### config.mk
export PLATFORM = sky130hd
export DESIGN_NAME = kti_ctrl
export DESIGN_NICKNAME = d
export VERILOG_FILES = /design/src/rtl/kti_pkg.sv /design/src/rtl/kti_ctrl.sv
export SDC_FILE = /design/constraint.sdc
export NUM_CORES = 1
export LEC_CHECK = 0
export BUFFER_PORTS_ARGS = -buffer_cell sky130_fd_sc_hd__clkbuf_2
export CAP_MARGIN = 5
export CORE_MARGIN = 3
export CORE_UTILIZATION = 40
export CTS_BUF_LIST = sky130_fd_sc_hd__clkbuf_16
export CTS_CLUSTER_SIZE = 25
export DETAILED_ROUTE_END_ITERATION = 6
export HOLD_SLACK_MARGIN = 0.02
export PLACE_DENSITY_LB_ADDON = 0.25
export SETUP_SLACK_MARGIN = 0.15
export SLEW_MARGIN = 5
export SYNTH_ARGS = -nofsm -noshare
export SYNTH_HDL_FRONTEND = slang
export SYNTH_SLANG_ARGS = --single-unit
export TNS_END_PERCENT = 10
### constraint.sdc
create_clock -name clk -period 2.85 [get_ports clk]
set_clock_uncertainty 0.2 [all_clocks]
set_input_delay 0.285 -clock clk [delete_from_list [all_inputs] [get_ports clk]]
set_output_delay 0.285 -clock clk [all_outputs]
set_load 0.005 [all_outputs]
### src/rtl/kti_pkg.sv
// Package for the keyframe track interpolator.
// Holds the item kinds, status codes, controller states and the command and
// status structs shared by the controller and the datapath. No dependencies.
package kti_pkg;

    localparam logic [1:0] KIND_CLEAR  = 2'd0;
    localparam logic [1:0] KIND_APPEND = 2'd1;
    localparam logic [1:0] KIND_QUERY  = 2'd2;
    localparam logic [1:0] KIND_UNUSED = 2'd3;

    localparam logic [1:0] STATUS_OK       = 2'd0;
    localparam logic [1:0] STATUS_EMPTY    = 2'd1;
    localparam logic [1:0] STATUS_REJECTED = 2'd2;

    localparam logic [4:0] MOD_FIRST_STEP = 5'd0;
    localparam logic [4:0] DIV_FIRST_STEP = 5'd16;
    localparam logic [4:0] LAST_STEP      = 5'd31;
    localparam logic [1:0] LAST_COORD     = 2'd2;

    typedef enum logic [4:0] {
        OP_NONE,
        OP_CLEAR,
        OP_RD_LAST,
        OP_APPEND,
        OP_REJECT,
        OP_EMPTY,
        OP_MOD_INIT,
        OP_MOD_STEP,
        OP_MOD_END,
        OP_SRCH_INIT,
        OP_SRCH_RD,
        OP_SRCH_CMP,
        OP_SEL_RD,
        OP_SEL_TAKE,
        OP_P1_RD,
        OP_DIV_INIT,
        OP_DIV_STEP,
        OP_MUL,
        OP_ACC,
        OP_FINISH
    } dp_op_t;

    typedef enum logic [4:0] {
        S_IDLE,
        S_DISPATCH,
        S_RD_LAST,
        S_APPEND_CHK,
        S_MOD_INIT,
        S_MOD,
        S_MOD_END,
        S_SRCH_INIT,
        S_SRCH_RD,
        S_SRCH_CMP,
        S_SEL_RD,
        S_SEL_TAKE,
        S_P1_RD,
        S_DIV_INIT,
        S_DIV,
        S_MUL,
        S_ACC,
        S_FINISH
    } state_t;

    typedef struct packed {
        dp_op_t op;
        logic   load;
    } cmd_t;

    typedef struct packed {
        logic [1:0] kind;
        logic       count_zero;
        logic       full;
        logic       wrap_needed;
        logic       last_lt;
        logic       step_last;
        logic       search_done;
        logic       direct;
        logic       coord_last;
        logic       out_busy;
    } stat_t;

endpackage

### src/rtl/kti_ctrl.sv
// Controller state machine of the keyframe track interpolator.
// Sequences the datapath through commands; depends on kti_pkg.
module kti_ctrl (
    input  logic           clk,
    input  logic           rst_n,
    input  logic           in_valid,
    output logic           in_stall,
    input  kti_pkg::stat_t stat,
    output kti_pkg::cmd_t  cmd
);

    kti_pkg::state_t state_reg;
    kti_pkg::state_t state_next;

    always_ff @(posedge clk or negedge rst_n)
    begin
        if (!rst_n)
        begin
            state_reg <= kti_pkg::S_IDLE;
        end
        else
        begin
            state_reg <= state_next;
        end
    end

    assign in_stall = (state_reg != kti_pkg::S_IDLE);

    always_comb
    begin
        state_next = state_reg;
        cmd.op     = kti_pkg::OP_NONE;
        cmd.load   = 1'b0;
        case (state_reg)
            kti_pkg::S_IDLE:
            begin
                if (in_valid)
                begin
                    cmd.load   = 1'b1;
                    state_next = kti_pkg::S_DISPATCH;
                end
            end
            kti_pkg::S_DISPATCH:
            begin
                state_next = kti_pkg::S_FINISH;
                case (stat.kind)
                    kti_pkg::KIND_CLEAR:
                    begin
                        cmd.op = kti_pkg::OP_CLEAR;
                    end
                    kti_pkg::KIND_APPEND:
                    begin
                        if (stat.full)
                        begin
                            cmd.op = kti_pkg::OP_REJECT;
                        end
                        else if (stat.count_zero)
                        begin
                            cmd.op = kti_pkg::OP_APPEND;
                        end
                        else
                        begin
                            state_next = kti_pkg::S_RD_LAST;
                        end
                    end
                    kti_pkg::KIND_QUERY:
                    begin
                        if (stat.count_zero)
                        begin
                            cmd.op = kti_pkg::OP_EMPTY;
                        end
                        else if (stat.wrap_needed)
                        begin
                            state_next = kti_pkg::S_MOD_INIT;
                        end
                        else
                        begin
                            state_next = kti_pkg::S_SRCH_INIT;
                        end
                    end
                    default:
                    begin
                        cmd.op = kti_pkg::OP_NONE;
                    end
                endcase
            end
            kti_pkg::S_RD_LAST:
            begin
                cmd.op     = kti_pkg::OP_RD_LAST;
                state_next = kti_pkg::S_APPEND_CHK;
            end
            kti_pkg::S_APPEND_CHK:
            begin
                cmd.op     = stat.last_lt ? kti_pkg::OP_APPEND : kti_pkg::OP_REJECT;
                state_next = kti_pkg::S_FINISH;
            end
            kti_pkg::S_MOD_INIT:
            begin
                cmd.op     = kti_pkg::OP_MOD_INIT;
                state_next = kti_pkg::S_MOD;
            end
            kti_pkg::S_MOD:
            begin
                cmd.op = kti_pkg::OP_MOD_STEP;
                if (stat.step_last)
                begin
                    state_next = kti_pkg::S_MOD_END;
                end
            end
            kti_pkg::S_MOD_END:
            begin
                cmd.op     = kti_pkg::OP_MOD_END;
                state_next = kti_pkg::S_SRCH_INIT;
            end
            kti_pkg::S_SRCH_INIT:
            begin
                cmd.op     = kti_pkg::OP_SRCH_INIT;
                state_next = kti_pkg::S_SRCH_RD;
            end
            kti_pkg::S_SRCH_RD:
            begin
                if (stat.search_done)
                begin
                    state_next = kti_pkg::S_SEL_RD;
                end
                else
                begin
                    cmd.op     = kti_pkg::OP_SRCH_RD;
                    state_next = kti_pkg::S_SRCH_CMP;
                end
            end
            kti_pkg::S_SRCH_CMP:
            begin
                cmd.op     = kti_pkg::OP_SRCH_CMP;
                state_next = kti_pkg::S_SRCH_RD;
            end
            kti_pkg::S_SEL_RD:
            begin
                cmd.op     = kti_pkg::OP_SEL_RD;
                state_next = kti_pkg::S_SEL_TAKE;
            end
            kti_pkg::S_SEL_TAKE:
            begin
                cmd.op     = kti_pkg::OP_SEL_TAKE;
                state_next = stat.direct ? kti_pkg::S_FINISH : kti_pkg::S_P1_RD;
            end
            kti_pkg::S_P1_RD:
            begin
                cmd.op     = kti_pkg::OP_P1_RD;
                state_next = kti_pkg::S_DIV_INIT;
            end
            kti_pkg::S_DIV_INIT:
            begin
                cmd.op     = kti_pkg::OP_DIV_INIT;
                state_next = kti_pkg::S_DIV;
            end
            kti_pkg::S_DIV:
            begin
                cmd.op = kti_pkg::OP_DIV_STEP;
                if (stat.step_last)
                begin
                    state_next = kti_pkg::S_MUL;
                end
            end
            kti_pkg::S_MUL:
            begin
                cmd.op     = kti_pkg::OP_MUL;
                state_next = kti_pkg::S_ACC;
            end
            kti_pkg::S_ACC:
            begin
                cmd.op     = kti_pkg::OP_ACC;
                state_next = stat.coord_last ? kti_pkg::S_FINISH : kti_pkg::S_MUL;
            end
            kti_pkg::S_FINISH:
            begin
                if (!stat.out_busy)
                begin
                    cmd.op     = kti_pkg::OP_FINISH;
                    state_next = kti_pkg::S_IDLE;
                end
            end
            default:
            begin
                state_next = kti_pkg::S_IDLE;
            end
        endcase
    end

endmodule

==> flow_summary_export.csv, run 1 <==
group,metric,value,unit
placement,dp_hpwl,1.52,mm
floorplan,die_h,51.7,um
clocking,htree_levels,1,
setup_path,r2r_end,"state_reg[0]",
setup_path,crit_top_cell,"o21ai_1",
synthesis,synthTopCellsByCount,"nand2_1, o21ai_0, inv_1",
setup_path,cp.required,2370,ps
setup_path,critPathLaunchType,"flip-flop",
global_route,grt_pass1_vias,804,
synthesis,synth_cells,118,
clocking,cts_sinks,5,
setup_path,cp.arrival,1900,ps
setup_path,r2r_cells,5,
pwr,power.internal,491,uW
drt,drtPass1Iterations,4,
synthesis,syn_avg_cell_area,7.07,um^2
placement,place_congestion,0.833,
synthesis,yosysTopAreaCellShare,0.150,
pwr,seqPwrFrac,0.231,
setup_path,worst_path_max_delay_cell,"dfrtp_1",
floorplan,start_util,0.454,
synthesis,ys.flop_type,"dfrtp_1",
sta,setup_viol,0,
pwr,cellPowerDensity,879,nW/um^2
global_route,antenna_found_initial,0,
drt,wl_met2,976,um
clocking,root_buffer,"clkbuf_16",
drt,vias,922,
global_route,grt_max_degree,23,
synthesis,netlist-cell-type-count,39,
synthesis,ys_seq_area_frac,0.150,
layout,n_antenna_cell,0,
clocking,clock_latency,220,ps
sta,fin_crit_sh,0.838,
pwr,comb_power_share,0.513,
sta,worst_slew_pin_slew,594,ps
clocking,post_cts_buffers,0,
layout,area_delta_synth_final,20.5,%
sta,finalCriticalPeriod,2390,ps
setup_path,path_class,"flip-flop to primary output",
synthesis,ys_warn_count,0,
sta,max_freq,419,MHz
synthesis,synthArstFlopShare,1.00,
global_route,grt_overflow,0,
floorplan,io_pins,21,
sta,grt_setup_unrepaired,"no",
synthesis,yosysTopAreaCell,"dfrtp_1",
layout,fillers,205,
sta,drv_slew,0,
pwr,p_sw,393,uW
placement,io_buffers,20,
run_status,status,"finished, final reports clean",
floorplan,dieArea,2670,um^2
setup_path,critical_path.max_fanout,22,
setup_path,reg2reg_slack,700,ps
pwr,swShare,0.444,
drt,wl_met3,148,um
setup_path,r2r_start,"state_reg[1]",
layout,utilization,0.547,
floorplan,rows,15,
layout,nNetsFinal,156,
clocking,cts_resized,0,
pwr,clkPwrFrac,0.257,
drt,drt_wl_total,2.09,mm
hold_path,hp-class,"input port to asynchronous set/reset pin",
drt,via_per_inst,5.76,
setup_path,cp-end-kind,"primary output",
floorplan,die_width,51.7,um
clocking,clkTransAtPathRegs,30,ps
sta,setup_tns,0,ps
drt,highest_layer,"met4",
synthesis,ys_ff_latch,5,
pwr,peakVddDrop,0.403,mV
drt,drtIter0Drc,37,
drt,drc,0,
synthesis,synthTopCellsByArea,"dfrtp_1, ha_1, o21ai_0, nand2_1, nor2b_1",
drt,wl_per_cell,13.1,um
sta,finalHoldViolations,0,
setup_path,cpPeakStageDelay,590,ps
clocking,cts_tree,"done",
pwr,power.leakage,0.000460,uW
setup_path,path_cells,"nor2b_1 > nand2_1 > nor2_1 > o21ai_1 > o21ai_1 > clkbuf_2",
clocking,cts_buffers,3,
sta,slew_headroom,0.604,
synthesis,synth_area,835,um^2
synthesis,synth-edff-count,0,
clocking,cts_max_path_buffers,2,
floorplan,core_area,1840,um^2
drt,wl_met1,935,um
global_route,grt_use_total,0.169,
job,cap_violations,0,
synthesis,syn_nets,138,
layout,largest_reg_flops,5,
drt,antenna_left,0,
layout,drive_gt1_frac,0.207,
global_route,grt_pass1_wl,3.57,mm
## how the worst max path moves through the flow
stage | to | startpoint | slack, ps | cells after the start
after floorplan | cmd[0] | state_reg[3] | 1030 | 4
after global placement | cmd[0] | state_reg[1] | 750 | 4
after detailed placement | cmd[0] | state_reg[1] | 710 | 4
after CTS | cmd[0] | state_reg[1] | 470 | 4
after global routing | cmd[1] | state_reg[1] | 310 | 6
final | cmd[1] | state_reg[1] | 460 | 6
## critical path: cells and delay by family, from the launching register on
family	cells	cell delay [ps]
AND/OR/NAND/NOR	3	770
flip-flops	1	590
AO/OA/AOI/OAI	2	190
buffers and inverters	1	120
## placed cells by master (no fill, tap or decap), types with 3 or more instances in the layout
| master | n |
|---|---|
| a21oi_1 | 7 |
| clkbuf_16 | 3 |
| clkbuf_2 | 20 |
| dfrtp_1 | 5 |
| ha_1 | 6 |
| inv_1 | 9 |
| nand2_1 | 10 |
| nand3_1 | 3 |
| nor2_1 | 7 |
| nor2b_1 | 6 |
| nor3_1 | 7 |
| o21ai_0 | 10 |
| o21ai_1 | 3 |
| o21ai_2 | 3 |
| or3_1 | 3 |
## kinds of logic (layout without fill, tap and decap cells)
logic type	Yosys count	in the layout	share of synthesized area
simple gates	49	49	0.325
fa+ha+maj	6	6	0.0900
compound gates	41	41	0.328
mux	1	1	0.0120
flops	5	5	0.150
buf+inv	16	33	0.0944
## per-stage QoR
stage / power, uW / hold WS, ps / worst slack [ps] / cells / area [um^2]
floorplan: 544 / -211 / 1030 / 118 / 835
global placement: 649 / -99.2 / 748 / 155 / 917
detailed placement: 650 / -86.7 / 712 / 155 / 917
CTS: 882 / 216 / 470 / 160 / 1010
global route: 959 / 242 / 310 / 160 / 1010
finish: 884 / 243 / 462 / 160 / 1010
## cell type report
cell class              instances  area (um^2)  share of cell area
multi-input cells              97          631               0.627
clock inverters                 1         3.75             0.00373
inverters                       8         30.0              0.0299
repair buffers                 21          110               0.109
clock buffers                   3         75.1              0.0746
well taps                      25         31.3              0.0311
flip-flops and latches          5          125               0.124
## what timing repair did
action	CTS	global route
endpoints found under the setup margin	0	0
hold buffers	1	0
endpoints found under the hold margin	5	0
## power groups by stage
| stage | combinational, uW | sequential [uW] | clock [uW] |
|---|---|---|---|
| 3_5_place_dp | 448 | 201 | 0 |
| 5_1_grt | 506 | 216 | 237 |
| 6_report | 453 | 204 | 227 |
| 3_3_place_gp | 446 | 202 | 0 |
| 4_1_cts | 452 | 200 | 230 |
| 2_1_floorplan | 427 | 117 | 0 |
## metal layers
metal,track usage,vias up
met5,0,-
met4,0.0393,0
met3,0.0458,4
met2,0.261,40
met1,0.234,403
li1,-,475
No activity file was read; power rests on OpenSTA's default activity.
==> inputs of run 2 (changes only) <==
==> constraint.sdc (replaced) <==
create_clock -name clk -period 2.4 [get_ports clk]
set_clock_uncertainty 0.2 [all_clocks]
set_input_delay 0.24 -clock clk [delete_from_list [all_inputs] [get_ports clk]]
set_output_delay 0.24 -clock clk [all_outputs]
set_load 0.005 [all_outputs]
==> run 2 against run 1 <==
  * Cell count up 1.9%
  * Clock power rose by 18%
  * Total power up 24%
  * Clock-buffer cell count stayed put
  * Wire length increased by 5.5%
  * Critical path depth down 2
  * Die area unchanged
  * Combinational power is 34% higher
  * Core utilization increased by 1.4 points
  * Sequential cell count unchanged
  * Sequential share of layout area about the same
  * Critical path type unchanged
  * Critical endpoint is now cmd[0]
==> flow_summary_export.csv, run 2 (synthesis gave the netlist of run 1 again) <==
group,metric,value,unit
run_status,status,"finished, final reports clean",
layout,n_antenna_cell,0,
job,cap_violations,0,
layout,drive_gt1_frac,0.246,
pwr,peakVddDrop,0.671,mV
sta,grt_setup_unrepaired,"no",
pwr,power.leakage,0.000472,uW
clocking,root_buffer,"clkbuf_16",
clocking,clock_latency,220,ps
pwr,power.internal,612,uW
sta,setup_viol,0,
pwr,cellPowerDensity,1060,nW/um^2
clocking,cts_buffers,3,
drt,drtPass1Iterations,4,
pwr,p_sw,483,uW
hold_path,hp-class,"input port to asynchronous set/reset pin",
layout,area_delta_synth_final,23.7,%
sta,fin_crit_sh,0.906,
global_route,grt_max_degree,19,
floorplan,die_width,51.7,um
setup_path,path_class,"flip-flop to primary output",
setup_path,cpPeakStageDelay,510,ps
setup_path,path_cells,"or3_1 > or3_1 > nor2_1 > clkbuf_2",
setup_path,critPathLaunchType,"flip-flop",
sta,setup_tns,0,ps
clocking,cts_tree,"done",
sta,finalHoldViolations,0,
drt,drtIter0Drc,31,
layout,nNetsFinal,159,
sta,max_freq,460,MHz
drt,antenna_left,0,
pwr,clkPwrFrac,0.244,
setup_path,crit_top_cell,"or3_1",
global_route,grt_pass1_vias,876,
placement,dp_hpwl,1.65,mm
drt,drc,0,
layout,layout_common_cells,"clkbuf_2, o21ai_0, nand2_1",
clocking,htree_levels,1,
clocking,cts_max_path_buffers,2,
placement,io_buffers,20,
global_route,grt_pass1_wl,3.67,mm
global_route,grt_use_total,0.174,
clocking,cts_sinks,5,
sta,drv_slew,0,
layout,mostFrequentLayoutCell,"clkbuf_2",
floorplan,rows,15,
sta,finalCriticalPeriod,2170,ps
global_route,antenna_found_initial,0,
setup_path,reg2reg_slack,400,ps
global_route,grt_overflow,0,
drt,vias,964,
sta,slew_headroom,0.744,
setup_path,critical_path.max_fanout,18,
floorplan,die_h,51.7,um
sta,whs,194,ps
drt,via_per_inst,5.91,
floorplan,io_pins,21,
setup_path,cp.required,1960,ps
clocking,post_cts_buffers,0,
setup_path,worst_path_max_delay_cell,"dfrtp_2",
drt,wl_per_cell,13.5,um
layout,largest_reg_flops,5,
sta,worst_slew_pin_slew,374,ps
clocking,clkTransAtPathRegs,30,ps
floorplan,core_area,1840,um^2
pwr,swShare,0.441,
placement,place_congestion,0.817,
pwr,comb_power_share,0.555,
floorplan,dieArea,2670,um^2
layout,utilization,0.561,
setup_path,cp.arrival,1730,ps
drt,drt_wl_total,2.20,mm
setup_path,cp-end-kind,"primary output",
pwr,seqPwrFrac,0.201,
floorplan,start_util,0.454,
pwr,totalPowerFinal,1090,uW
run 2: final cells by class:
type | count | area, um^2
multi-input cells | 97 | 631
inverters | 8 | 30.0
clock inverters | 1 | 3.75
repair buffers | 24 | 133
well taps | 25 | 31.3
fillers | 183 | 807
clock buffers | 3 | 75.1
flip-flops and latches | 5 | 129
run 2: power by group through the flow:
stage	combinational [uW]	clock (uW)	sequential, uW
6_report	607	267	220
5_1_grt	681	277	227
4_1_cts	603	270	212
3_5_place_dp	599	0	211
3_3_place_gp	588	0	210
2_1_floorplan	508	0	139
run 2: path summary, 6_finish.rpt:
kind,endpoint,cells past startpoint,start
min in group clk,state_reg[2],4,stat[8]
max in group asynchronous,state_reg[2],2,rst_n
setup reg to reg,state_reg[0],5,state_reg[3]
hold reg to reg,state_reg[1],2,state_reg[1]
hold / removal,state_reg[1],2,rst_n
setup / recovery,cmd[0],4,state_reg[3]
run 2: repair_timing:
item                                    CTS  global route
pin swaps                                 0             0
hold buffers                              1             0
endpoints found under the setup margin    1             4
resized for setup                         1             2
hold endpoints to repair                  5             0
run 2: worst max-delay path, delay by kind of cell, from the launching register on:
family,cells,cell delay (ps)
buffers and inverters,1,110
DFF,1,510
and+or+nand+nor,3,890
run 2: routing by layer:
layer / part of all wire / vias up / GRT usage
met4: 0.012 / 0 / 0.0349
met2: 0.46 / 40 / 0.292
met1: 0.44 / 445 / 0.215
li1: - / 475 / -
met5: 0 / - / 0
met3: 0.080 / 4 / 0.0602
run 2: per-stage QoR:
stage	std cells	setup slack (ps)	area, um^2
floorplan	118	601	835
global placement	158	401	940
detailed placement	158	315	940
CTS	163	180	1030
global route	163	171	1030
finish	163	226	1030
==> inputs of run 3 (changes only) <==
==> constraint.sdc (replaced) <==
create_clock -name clk -period 2.4 [get_ports clk]
set_clock_uncertainty 0.2 [all_clocks]
set_input_delay 0.48 -clock clk [delete_from_list [all_inputs] [get_ports clk]]
set_output_delay 0.48 -clock clk [all_outputs]
set_load 0.005 [all_outputs]
==> run 3 against run 2 <==
  * Global-route usage increased by 0.24 points
  * Wire length increased by 3.4%
  * Register-to-register slack about the same
  * Clock power barely moved
  * Die area did not move
  * Cell count up 5.5%
  * Non-clock buffer count increased by 9
  * Sequential share of layout area fell by 1.2 points
  * Combinational power rose by 28%
  * Critical path depth unchanged
  * Maximum frequency shrank 6.0%
  * Critical path type unchanged
==> flow_summary_export.csv, run 3 (synthesis gave the netlist of run 1 again) <==
group,metric,value,unit
run_status,status,"finished, final reports clean",
sta,fin_crit_sh,0.964,
placement,place_inst,163,
drt,drtPass1Iterations,4,
sta,whs,418,ps
pwr,p_sw,515,uW
setup_path,path_class,"flip-flop to primary output",
pwr,swShare,0.424,
drt,via_per_inst,5.67,
global_route,grt_pass1_wl,3.62,mm
sta,max_freq,432,MHz
layout,area_delta_synth_final,34.6,%
drt,drt_wl_total,2.28,mm
setup_path,cp.required,1720,ps
sta,setup_viol,0,
floorplan,rows,15,
placement,place_congestion,0.842,
layout,fillers,187,
global_route,antenna_found_initial,0,
floorplan,die_h,51.7,um
pwr,seqPwrFrac,0.142,
sta,grt_setup_unrepaired,"yes",
layout,n_antenna_cell,0,
layout,largest_reg_flops,5,
pwr,peakVddDrop,0.709,mV
setup_path,r2r_end,"state_reg[0]",
layout,drive_gt1_frac,0.333,
pwr,cellPowerDensity,1080,nW/um^2
pwr,power.leakage,0.000524,uW
clocking,cts_buffers,3,
global_route,grt_max_degree,15,
global_route,grt_overflow,0,
drt,antenna_left,0,
sta,drv_slew,0,
setup_path,critical_path.max_fanout,5,
sta,finalCriticalPeriod,2310,ps
clocking,htree_levels,1,
layout,mostFrequentLayoutCell,"clkbuf_2",
setup_path,r2r_cells,7,
drt,wl_per_cell,13.3,um
sta,worst_slew_pin_slew,366,ps
pwr,totalPowerFinal,1220,uW
placement,io_buffers,20,
setup_path,r2r_start,"state_reg[2]",
clocking,cts_tree,"done",
floorplan,start_util,0.454,
floorplan,die_width,51.7,um
clocking,root_buffer,"clkbuf_16",
pwr,clkPwrFrac,0.218,
clocking,cts_sinks,5,
global_route,grt_pass1_vias,836,
job,cap_violations,0,
setup_path,cp-end-kind,"primary output",
layout,nNetsFinal,168,
placement,dp_hpwl,1.75,mm
floorplan,core_area,1840,um^2
setup_path,cpPeakStageDelay,430,ps
sta,slew_headroom,0.750,
pwr,power.internal,701,uW
setup_path,worst_path_max_delay_cell,"dfrtp_2",
drt,drc,0,
clocking,clock_latency,220,ps
setup_path,reg2reg_slack,390,ps
global_route,grt_use_total,0.177,
setup_path,critPathLaunchType,"flip-flop",
clocking,clkTransAtPathRegs,30,ps
sta,setup_tns,0,ps
setup_path,cp.arrival,1630,ps
drt,vias,976,
floorplan,io_pins,21,
layout,utilization,0.611,
hold_path,hp-class,"input port to asynchronous set/reset pin",
setup_path,crit_top_cell,"or3_4",
layout,layout_common_cells,"clkbuf_2, buf_4, nand2_1",
clocking,cts_max_path_buffers,2,
setup_path,path_cells,"or3_4 > or3_4 > nor2_2 > clkbuf_2",
pwr,comb_power_share,0.640,
drt,drtIter0Drc,33,
floorplan,dieArea,2670,um^2
layout,finalNonFillerCells,172,
sta,finalHoldViolations,0,
[run 3: changes by cell type in the layout (fill, tap and decap cells not counted), moves of 2 or more]
cell / change
buf_4: +9
dfrtp_1: +2
dfrtp_2: -2
nor2_1: -2
nor2_2: +2
o21ai_0: -3
o21ai_1: +2
or3_1: -2
or3_4: +2
[run 3: worst max-delay path: cells and delay by family (launching register included)]
kind,cells,cell delay (ps)
DFF,1,430
and+or+nand+nor,3,860
buffers and inverters,1,110
[run 3: power by group through the flow]
stage                     logic, uW  registers (uW)  clock network [uW]
after floorplan                 508             139                   0
after global placement          689             166                   0
after detailed placement        696             166                   0
after CTS                       732             164                 273
after global routing            854             176                 285
final                           779             173                 265
[run 3: layout make-up]
type                    count  area [um^2]  area share
flip-flops and latches      5          126       0.112
multi-input cells          97          657       0.585
repair buffers             33          200       0.178
clock inverters             1         3.75     0.00334
clock buffers               3         75.1      0.0668
well taps                  25         31.3      0.0278
inverters                   8         30.0      0.0267
[run 3: worst max-delay path by stage]
stage                 start     end  slack [ps]  cells past startpoint
4_1_cts        state_reg[3]  cmd[0]         120                      4
5_1_grt        state_reg[3]  cmd[0]          40                      4
3_5_place_dp        stat[9]  cmd[3]         250                      6
3_3_place_gp        stat[9]  cmd[3]         270                      6
6_report       state_reg[3]  cmd[0]          90                      4
2_1_floorplan  state_reg[3]  cmd[0]         390                      4
[run 3: per-layer routing]
metal | global-route usage | routed length, um
met1 | 0.227 | 1070
met2 | 0.301 | 1090
met3 | 0.0430 | 125
met4 | 0.0306 | 0
met5 | 0 | 0
[run 3: through the flow]
step | setup WS [ps] | instance area (um^2)
3_5_place_dp | 255 | 977
4_1_cts | 121 | 1100
5_1_grt | 41.4 | 1120
3_3_place_gp | 266 | 977
6_report | 87.0 | 1120
2_1_floorplan | 385 | 835
[run 3: what timing repair did]
action | CTS | global route
hold endpoints to repair | 5 | 0
resized for setup | 4 | 8
hold buffers | 1 | 0
buffers inserted | 3 | 1
pin swaps | 0 | 1
endpoints found under the setup margin | 6 | 6
